### src/sv/assert_macros.svh
// Assertion macros used by the RTL queue module.
`ifndef ASSERT_MACROS_SVH
`define ASSERT_MACROS_SVH

// Check that prop holds at every clock edge outside reset.
`define ASSERT_ALWAYS(label, prop, msg) \
  label: assert property (@(posedge clk) disable iff (!rst_n) (prop)) else $error(msg);

// Check that cons holds in the cycle after ante.
`define ASSERT_NEXT(label, ante, cons, msg) \
  label: assert property (@(posedge clk) disable iff (!rst_n) (ante) |=> (cons)) else $error(msg);

`endif

### src/sv/oqpi_pkg.sv
// Shared types and constants of the ordered queue with positional insert.
`default_nettype none
package oqpi_pkg;

  // Queue depth; a power of two so that ring pointers wrap by truncation.
  localparam int DEPTH   = 32;
  localparam int ID_BITS = 16;
  localparam int ADDR_W  = $clog2(DEPTH);
  localparam int CNT_W   = $clog2(DEPTH + 1);

  typedef enum logic [1:0] {
    OP_INS_FRONT = 2'd0,
    OP_INS_BACK  = 2'd1,
    OP_INS_POS   = 2'd2,
    OP_REMOVE    = 2'd3
  } op_t;

  typedef enum logic [1:0] {
    ST_DONE   = 2'd0,
    ST_BADPOS = 2'd1,
    ST_EMPTY  = 2'd2,
    ST_FULL   = 2'd3
  } status_t;

  typedef enum logic [2:0] {
    S_IDLE,
    S_SHIFT_RD,
    S_SHIFT_WR,
    S_WRITE,
    S_FRONT_RD,
    S_FRONT_WAIT
  } state_t;

  typedef struct packed {
    logic               re;
    logic [ADDR_W-1:0]  raddr;
    logic               we;
    logic [ADDR_W-1:0]  waddr;
    logic [ID_BITS-1:0] wdata;
  } ram_req_t;

endpackage
`default_nettype wire

### src/sv/oqpi_ram.sv
// Entry store: one write port, one read port with registered read data.
`default_nettype none
module oqpi_ram (
  input  wire                          clk,
  input  oqpi_pkg::ram_req_t           req,
  output logic [oqpi_pkg::ID_BITS-1:0] rd_data
);
  import oqpi_pkg::*;

  logic [ID_BITS-1:0] mem [DEPTH];

  always_ff @(posedge clk) begin
    if (req.we) begin
      mem[req.waddr] <= req.wdata;
    end
    if (req.re) begin
      rd_data <= mem[req.raddr];
    end
  end

endmodule
`default_nettype wire

### src/sv/ordered_queue_positional_insert.sv
// A remove or rejected request passes S_FRONT_RD and S_FRONT_WAIT before out_tvalid rises;
// an insert that shifts k entries back first runs k shift read/write pairs and S_WRITE.
// Requests are taken only in S_IDLE, once the last result is loaded (it waits on out_tready);
// the shift loop moves one entry per read/write pair through the shared ring-address adder.
// Front and back inserts need no shift; insert at 1-based slot p>1 shifts count-p+1 entries.
// Reset (rst_n low, synchronous) empties the queue; the entry store itself is not cleared.
`default_nettype none
module ordered_queue_positional_insert (
  input  wire         clk,
  input  wire         rst_n,
  input  wire         in_tvalid,
  output logic        in_tready,
  input  wire  [23:0] in_tdata,   // [1:0] operation, [17:2] patient_id, [23:18] position
  output logic        out_tvalid,
  input  wire         out_tready,
  output logic [31:0] out_tdata   // [1:0] status, [7:2] entry_count, [23:8] front_id,
                                  // [24] front_valid, [31:25] zero
);
  import oqpi_pkg::*;
  `include "assert_macros.svh"

  // Sequencer and queue state.
  state_t             state_r, state_nxt;
  logic [ADDR_W-1:0]  head_r, head_nxt;     // ring slot of the front entry
  logic [CNT_W-1:0]   count_r, count_nxt;   // entries held
  logic [CNT_W-1:0]   slot_r, slot_nxt;     // logical insert slot, 0 is the front
  logic [CNT_W-1:0]   idx_r, idx_nxt;       // logical slot being filled by the shift loop
  logic [ID_BITS-1:0] id_r, id_nxt;
  status_t            st_r, st_nxt;

  // Result register.
  logic               out_valid_r, out_valid_nxt;
  status_t            out_st_r, out_st_nxt;
  logic [CNT_W-1:0]   out_cnt_r, out_cnt_nxt;
  logic [ID_BITS-1:0] out_front_r, out_front_nxt;
  logic               out_fvalid_r, out_fvalid_nxt;

  // Shared ring-address adder and entry store.
  logic [ADDR_W-1:0]  offs;
  logic [ADDR_W-1:0]  addr;
  ram_req_t           ram_req;
  logic [ID_BITS-1:0] ram_rdata;

  // Request fields.
  op_t                in_op;
  logic [ID_BITS-1:0] in_id;
  logic [5:0]         in_pos;

  assign in_op  = op_t'(in_tdata[1:0]);
  assign in_id  = in_tdata[17:2];
  assign in_pos = in_tdata[23:18];

  assign in_tready  = (state_r == S_IDLE);
  assign out_tvalid = out_valid_r;
  assign out_tdata  = {7'd0, out_fvalid_r, out_front_r, 6'(out_cnt_r), out_st_r};

  oqpi_ram u_ram (
    .clk     (clk),
    .req     (ram_req),
    .rd_data (ram_rdata)
  );

  // Pick the logical offset for this cycle, then map it onto the ring.
  always_comb begin
    unique case (state_r)
      S_SHIFT_RD: offs = ADDR_W'(idx_r - CNT_W'(1));
      S_SHIFT_WR: offs = ADDR_W'(idx_r);
      S_WRITE:    offs = ADDR_W'(slot_r);
      default:    offs = '0;
    endcase
    addr = head_r + offs;
  end

  always_comb begin
    logic             ins;
    logic [CNT_W-1:0] ins_slot;

    ins            = 1'b0;
    ins_slot       = '0;
    state_nxt      = state_r;
    head_nxt       = head_r;
    count_nxt      = count_r;
    slot_nxt       = slot_r;
    idx_nxt        = idx_r;
    id_nxt         = id_r;
    st_nxt         = st_r;
    out_valid_nxt  = out_valid_r;
    out_st_nxt     = out_st_r;
    out_cnt_nxt    = out_cnt_r;
    out_front_nxt  = out_front_r;
    out_fvalid_nxt = out_fvalid_r;
    ram_req        = '0;
    ram_req.raddr  = addr;
    ram_req.waddr  = addr;

    // Drop the result once the sink takes it.
    if (out_valid_r && out_tready) begin
      out_valid_nxt = 1'b0;
    end

    unique case (state_r)
      S_IDLE: begin
        if (in_tvalid) begin
          id_nxt    = in_id;
          st_nxt    = ST_DONE;
          state_nxt = S_FRONT_RD;
          case (in_op)
            OP_REMOVE: begin
              if (count_r == '0) begin
                st_nxt = ST_EMPTY;
              end else begin
                head_nxt  = head_r + ADDR_W'(1);
                count_nxt = count_r - CNT_W'(1);
              end
            end
            OP_INS_POS: begin
              if (in_pos == '0 || 7'(in_pos) > 7'(count_r) + 7'd1) begin
                st_nxt = ST_BADPOS;
              end else if (count_r == CNT_W'(DEPTH)) begin
                st_nxt = ST_FULL;
              end else begin
                ins      = 1'b1;
                ins_slot = CNT_W'(in_pos - 6'd1);
              end
            end
            OP_INS_FRONT: begin
              if (count_r == CNT_W'(DEPTH)) begin
                st_nxt = ST_FULL;
              end else begin
                ins = 1'b1;
              end
            end
            default: begin
              if (count_r == CNT_W'(DEPTH)) begin
                st_nxt = ST_FULL;
              end else begin
                ins      = 1'b1;
                ins_slot = count_r;
              end
            end
          endcase
          // Front insert moves the head back; a tail insert writes straight in;
          // anything else shifts the tail back one entry at a time first.
          if (ins) begin
            idx_nxt = count_r;
            if (ins_slot == '0) begin
              head_nxt  = head_r - ADDR_W'(1);
              slot_nxt  = '0;
              state_nxt = S_WRITE;
            end else if (ins_slot == count_r) begin
              slot_nxt  = ins_slot;
              state_nxt = S_WRITE;
            end else begin
              slot_nxt  = ins_slot;
              state_nxt = S_SHIFT_RD;
            end
          end
        end
      end
      S_SHIFT_RD: begin
        ram_req.re = 1'b1;
        state_nxt  = S_SHIFT_WR;
      end
      S_SHIFT_WR: begin
        ram_req.we    = 1'b1;
        ram_req.wdata = ram_rdata;
        idx_nxt       = idx_r - CNT_W'(1);
        if (idx_r - CNT_W'(1) == slot_r) begin
          state_nxt = S_WRITE;
        end else begin
          state_nxt = S_SHIFT_RD;
        end
      end
      S_WRITE: begin
        ram_req.we    = 1'b1;
        ram_req.wdata = id_r;
        count_nxt     = count_r + CNT_W'(1);
        state_nxt     = S_FRONT_RD;
      end
      S_FRONT_RD: begin
        ram_req.re = 1'b1;
        state_nxt  = S_FRONT_WAIT;
      end
      S_FRONT_WAIT: begin
        // Hold the front read until the result register frees up.
        if (!out_valid_r || out_tready) begin
          out_valid_nxt  = 1'b1;
          out_st_nxt     = st_r;
          out_cnt_nxt    = count_r;
          out_fvalid_nxt = (count_r != '0);
          out_front_nxt  = (count_r != '0) ? ram_rdata : '0;
          state_nxt      = S_IDLE;
        end
      end
      default: begin
        state_nxt = S_IDLE;
      end
    endcase
  end

  always_ff @(posedge clk) begin
    if (!rst_n) begin
      state_r     <= S_IDLE;
      head_r      <= '0;
      count_r     <= '0;
      out_valid_r <= 1'b0;
    end else begin
      state_r     <= state_nxt;
      head_r      <= head_nxt;
      count_r     <= count_nxt;
      out_valid_r <= out_valid_nxt;
    end
  end

  always_ff @(posedge clk) begin
    slot_r       <= slot_nxt;
    idx_r        <= idx_nxt;
    id_r         <= id_nxt;
    st_r         <= st_nxt;
    out_st_r     <= out_st_nxt;
    out_cnt_r    <= out_cnt_nxt;
    out_front_r  <= out_front_nxt;
    out_fvalid_r <= out_fvalid_nxt;
  end

  `ASSERT_ALWAYS(a_count_bound, count_r <= CNT_W'(DEPTH), "entry count exceeds depth")
  `ASSERT_ALWAYS(a_full_status,
                 !out_valid_r || out_st_r != ST_FULL || out_cnt_r == CNT_W'(DEPTH),
                 "full status with room left")
  `ASSERT_ALWAYS(a_empty_status,
                 !out_valid_r || out_st_r != ST_EMPTY || out_cnt_r == '0,
                 "empty status with entries held")
  `ASSERT_ALWAYS(a_shift_range,
                 !(state_r == S_SHIFT_RD || state_r == S_SHIFT_WR) ||
                 (idx_r > slot_r && count_r < CNT_W'(DEPTH)),
                 "shift loop out of range")
  `ASSERT_NEXT(a_busy_after_accept, in_tvalid && in_tready, state_r != S_IDLE,
               "sequencer idle after accepting a request")

endmodule
`default_nettype wire
### config.mk
export PLATFORM = sky130hd
export DESIGN_NAME = ordered_queue_positional_insert
export DESIGN_NICKNAME = d
export VERILOG_FILES = /design/src/sv/oqpi_pkg.sv /design/src/sv/oqpi_ram.sv /design/src/sv/ordered_queue_positional_insert.sv
export VERILOG_INCLUDE_DIRS = /design/src /design/src/sv
export SDC_FILE = /design/constraint.sdc
export NUM_CORES = 1
export LEC_CHECK = 0
export BUFFER_PORTS_ARGS = -buffer_cell sky130_fd_sc_hd__buf_2
export CAP_MARGIN = 10
export CORE_MARGIN = 5
export CORE_UTILIZATION = 50
export DETAILED_ROUTE_END_ITERATION = 7
export GPL_TIMING_DRIVEN = 0
export MAX_ROUTING_LAYER = met4
export PLACE_DENSITY = 0.72
export SKIP_LAST_GASP = 1
export SLEW_MARGIN = 20
export SYNTH_ARGS = -nofsm -noshare
export SYNTH_HDL_FRONTEND = slang
export SYNTH_HIERARCHICAL = 1
export SYNTH_SLANG_ARGS = --single-unit
### constraint.sdc
create_clock -name clk -period 5.4 [get_ports clk]
set_clock_uncertainty 0.1 [all_clocks]
set_input_delay 0.27 -clock clk [delete_from_list [all_inputs] [get_ports clk]]
set_output_delay 0.27 -clock clk [all_outputs]
set_load 0.005 [all_outputs]
==> summary.txt <==
Share of the synthesized area in the top cell type - 70.4%
Worst slew pin tran - 0.951 ns
Total power of the final layout - 0.0187 W
Fmax achieved - 201 MHz
Aggregate global routing overflow - 0
Post-detailed-route DRC marker count - 0
Post-route non-filler standard cell count - 2419
Number of antenna-violating nets in the routed design - 0
DP Wirelength - 39.0 mm
Clock-pin slew reported for the worst setup and hold paths after clock tree synthesis - 0.06 ns
Die Ht - 233 um
Post-DR wirelength/cell - 23.5 um
Number of inserted filler cells in the final layout - 3662
Peak per-stage delay on the critical path - 0.57 ns
Shortest period the worst path allows - 4.96 ns
TritonCTS clock tree - built
Setup violation total in the final timing report - 0
Fraction of registers with async set/reset - 0%
Initial Util - 50.7%
# Post-CTS Setup Buffers - 0
Type of the worst setup path - register to register
Area added between synthesis and finish - 15.0%
First-pass DRT Iterations - 6
Die outline width - 233 um
WP data arrival - 5.16 ns
Post-synthesis sequential area ratio - 71.7%
Summed negative setup slack over all endpoints - 0 ns
Final period utilization - 91.9%
Final Wtd Congestion - 0.940
Result of the run - finished clean
Slew headroom - 36.5%
Cell with the most instances after synthesis - sky130_fd_sc_hd__edfxtp_1
Number of enable flip-flop cells after synthesis - 583
Required time of the worst setup path - 5.60 ns
Kind of end point of the critical path - register
Yosys warns - 6
Max-capacitance violation count - 0
Cell variety after synth - 61
Site Rows - 81
Most used flip-flop cell after synthesis - sky130_fd_sc_hd__edfxtp_1
CP max-delay cell - sky130_fd_sc_hd__a31oi_1
Max IR drop VDD - 0.286 mV
Number of design-rule violations left by the first detailed-router iteration - 1382
Input/output buffers - 54
Top cells by area in the synthesized netlist - sky130_fd_sc_hd__edfxtp_1 (70%), sky130_fd_sc_hd__mux2i_1 (11%), sky130_fd_sc_hd__a22oi_1 (2.0%)
Maximum buffer depth of the clock tree - 3
Worst min path class - primary input to register
Total routed wirelength - 56.8 mm
Total power per unit cell area - 655 mW/mm2
CP Max Fanout - 10
Cell Area, Synth - 0.0249 mm2
Largest net degree at the start of global routing - 33
Via density per instance - 5.80
Unrepaired setup endpoints after global routing - false
Cell type contributing the most total cell area after synthesis - sky130_fd_sc_hd__edfxtp_1
Worst path setup slack after routing - 0.436 ns
Most used standard cells in the synthesized netlist - sky130_fd_sc_hd__edfxtp_1 (583), sky130_fd_sc_hd__mux2i_1 (276), sky130_fd_sc_hd__nor2_1 (78)
Synthesized instance count - 1556
NumNets Final - 1764
Ant. Diodes - 0
Final max-slew violation count - 0
Number of global-route vias before repair - 13800
Overall via count from detail_route - 14020
Number of register bits inferred by synthesis - 598
Number of antenna violations at the first check in global routing - 0
IO Count - 62
Number of clock sinks - 598
CTS H-tree depth - 2
Worst Setup Start Kind - register
Core area - 0.0491 mm2
Clock root buffer - sky130_fd_sc_hd__clkbuf_16
Setup Slack @ Placement - -0.524 ns
Layout cell share with drive strength beyond 1 - 16.6%
Area of the multi-input gates - 0.00656 mm2
Inserted Clock Buffers - 57
Overall die area - 0.0543 mm2
Clk_lat worst skew - 0.61 ns
Global router's overall resource usage - 21.5%
Cell chain of the critical path - clkbuf_1 > clkbuf_2 > mux2i_1 > nor3_1 > ha_1 > inv_1 > fa_1 > inv_1 > a21o_1 > a21oi_1 > xor2_1 > xnor2_4 > buf_4 > nand2b_1 > clkbuf_1 > buf_2 > a21oi_1 > a31oi_1 > nand3_1
Storage cell area - 0.0178 mm2
Number of placed instances with taps included - 2300
Number of hold violations in the final report - 0
Mean area per synthesized cell - 16.0 um2
Static Leak - 9.61 nW
First-pass GRT wire length - 85.0 mm
==> cell usage in the layout, fill, tap and decap left out, drive strengths merged, types with 20 or more instances in the layout <==
cell type	count
edfxtp	583
mux2i	276
buf	141
clkbuf	90
nor2	80
nand2	70
a22oi	67
a21oi	54
nand3	44
a22o	32
inv	26
clkinv	26
nor3	25
ha	21
and2	21
xnor2	21
nand4	20
==> per-stage QoR <==
step	instance area (um2)	utilization, %	hold slack, ns
after detailed placement	26500	54.1	0.305
after global placement	26000	53.0	0.306
after global routing	28600	58.2	0.103
after floorplan	24900	-	0.269
after CTS	28500	58.2	0.0229
final	28600	58.2	0.0638
==> power by group <==
part           leakage, nW  total (W)  switching [W]  internal, W
Clock                0.879    0.00386        0.00164      0.00221
Combinational         3.22    0.00867        0.00556      0.00311
Sequential            5.51    0.00617       0.000171      0.00600
Total                 9.61     0.0187        0.00738       0.0113
==> worst max-delay path: cells and delay by family (launching register included) <==
family	cells	cell delay, ns
buffers and inverters	7	1.62
AO/OA/AOI/OAI	4	0.81
adder cells (fa/ha/maj)	2	0.65
AND/OR/NAND/NOR	3	0.53
XOR/XNOR	2	0.53
flip-flops	1	0.31
multiplexers	1	0.11
==> path summary, 6_finish.rpt <==
check	startpoint	end	slack, ns	cells past startpoint
setup / recovery	state_r[1]$_SDFFE_PN0P_	u_ram/rd_data[6]$_DFFE_PP_	0.44	19
hold / removal	in_tdata[22]	slot_r[4]$_SDFFCE_PN0P_	0.06	3
setup reg to reg	state_r[1]$_SDFFE_PN0P_	u_ram/rd_data[6]$_DFFE_PP_	0.44	19
hold reg to reg	count_r[5]$_SDFFE_PN0P_	out_cnt_r[5]$_DFFE_PP_	0.33	0
==> logic make-up after synthesis <==
logic type	share of synthesized area, %
fa+ha+maj	1.22
xor+xnor	1.06
other cells	0.0151
mux	11.2
compound gates	6.00
flops	71.7
simple gates	5.77
buf+inv	3.08
==> flip-flops by register name, summed over array words and instances, names as in the netlist <==
signal	cells
out_st_r	2
idx_r	6
count_r	6
id_r	16
u_ram/rd_data	16
head_r	5
out_cnt_r	6
st_r	2
out_front_r	16
state_r	3
out_fvalid_r	1
u_ram/mem	512
out_tvalid	1
slot_r	6
==> routing by layer <==
layer	track usage, %	part of all wire, %
met1	29.0	42
met3	3.70	7.8
met4	8.38	3.9
met2	32.9	47
met5	-	0
==> what timing repair did <==
item | 4_1_cts | 5_1_grt
endpoints found under the setup margin | 10 | 9
hold buffers | 19 | 0
gates resized for setup | 2 | 7
endpoints found under the hold margin | 21 | 0
==> final cells by class <==
class                      count  area share [%]
sequential                   598            62.3
timing repair buffer          93            2.85
multi-input combinational    848            23.0
inverter                      25           0.328
buffer                        90            2.35
tap                          664            2.91
clock buffer                  67            5.27
clock inverter                34            1.01
(Power assumes the default switching activity.)
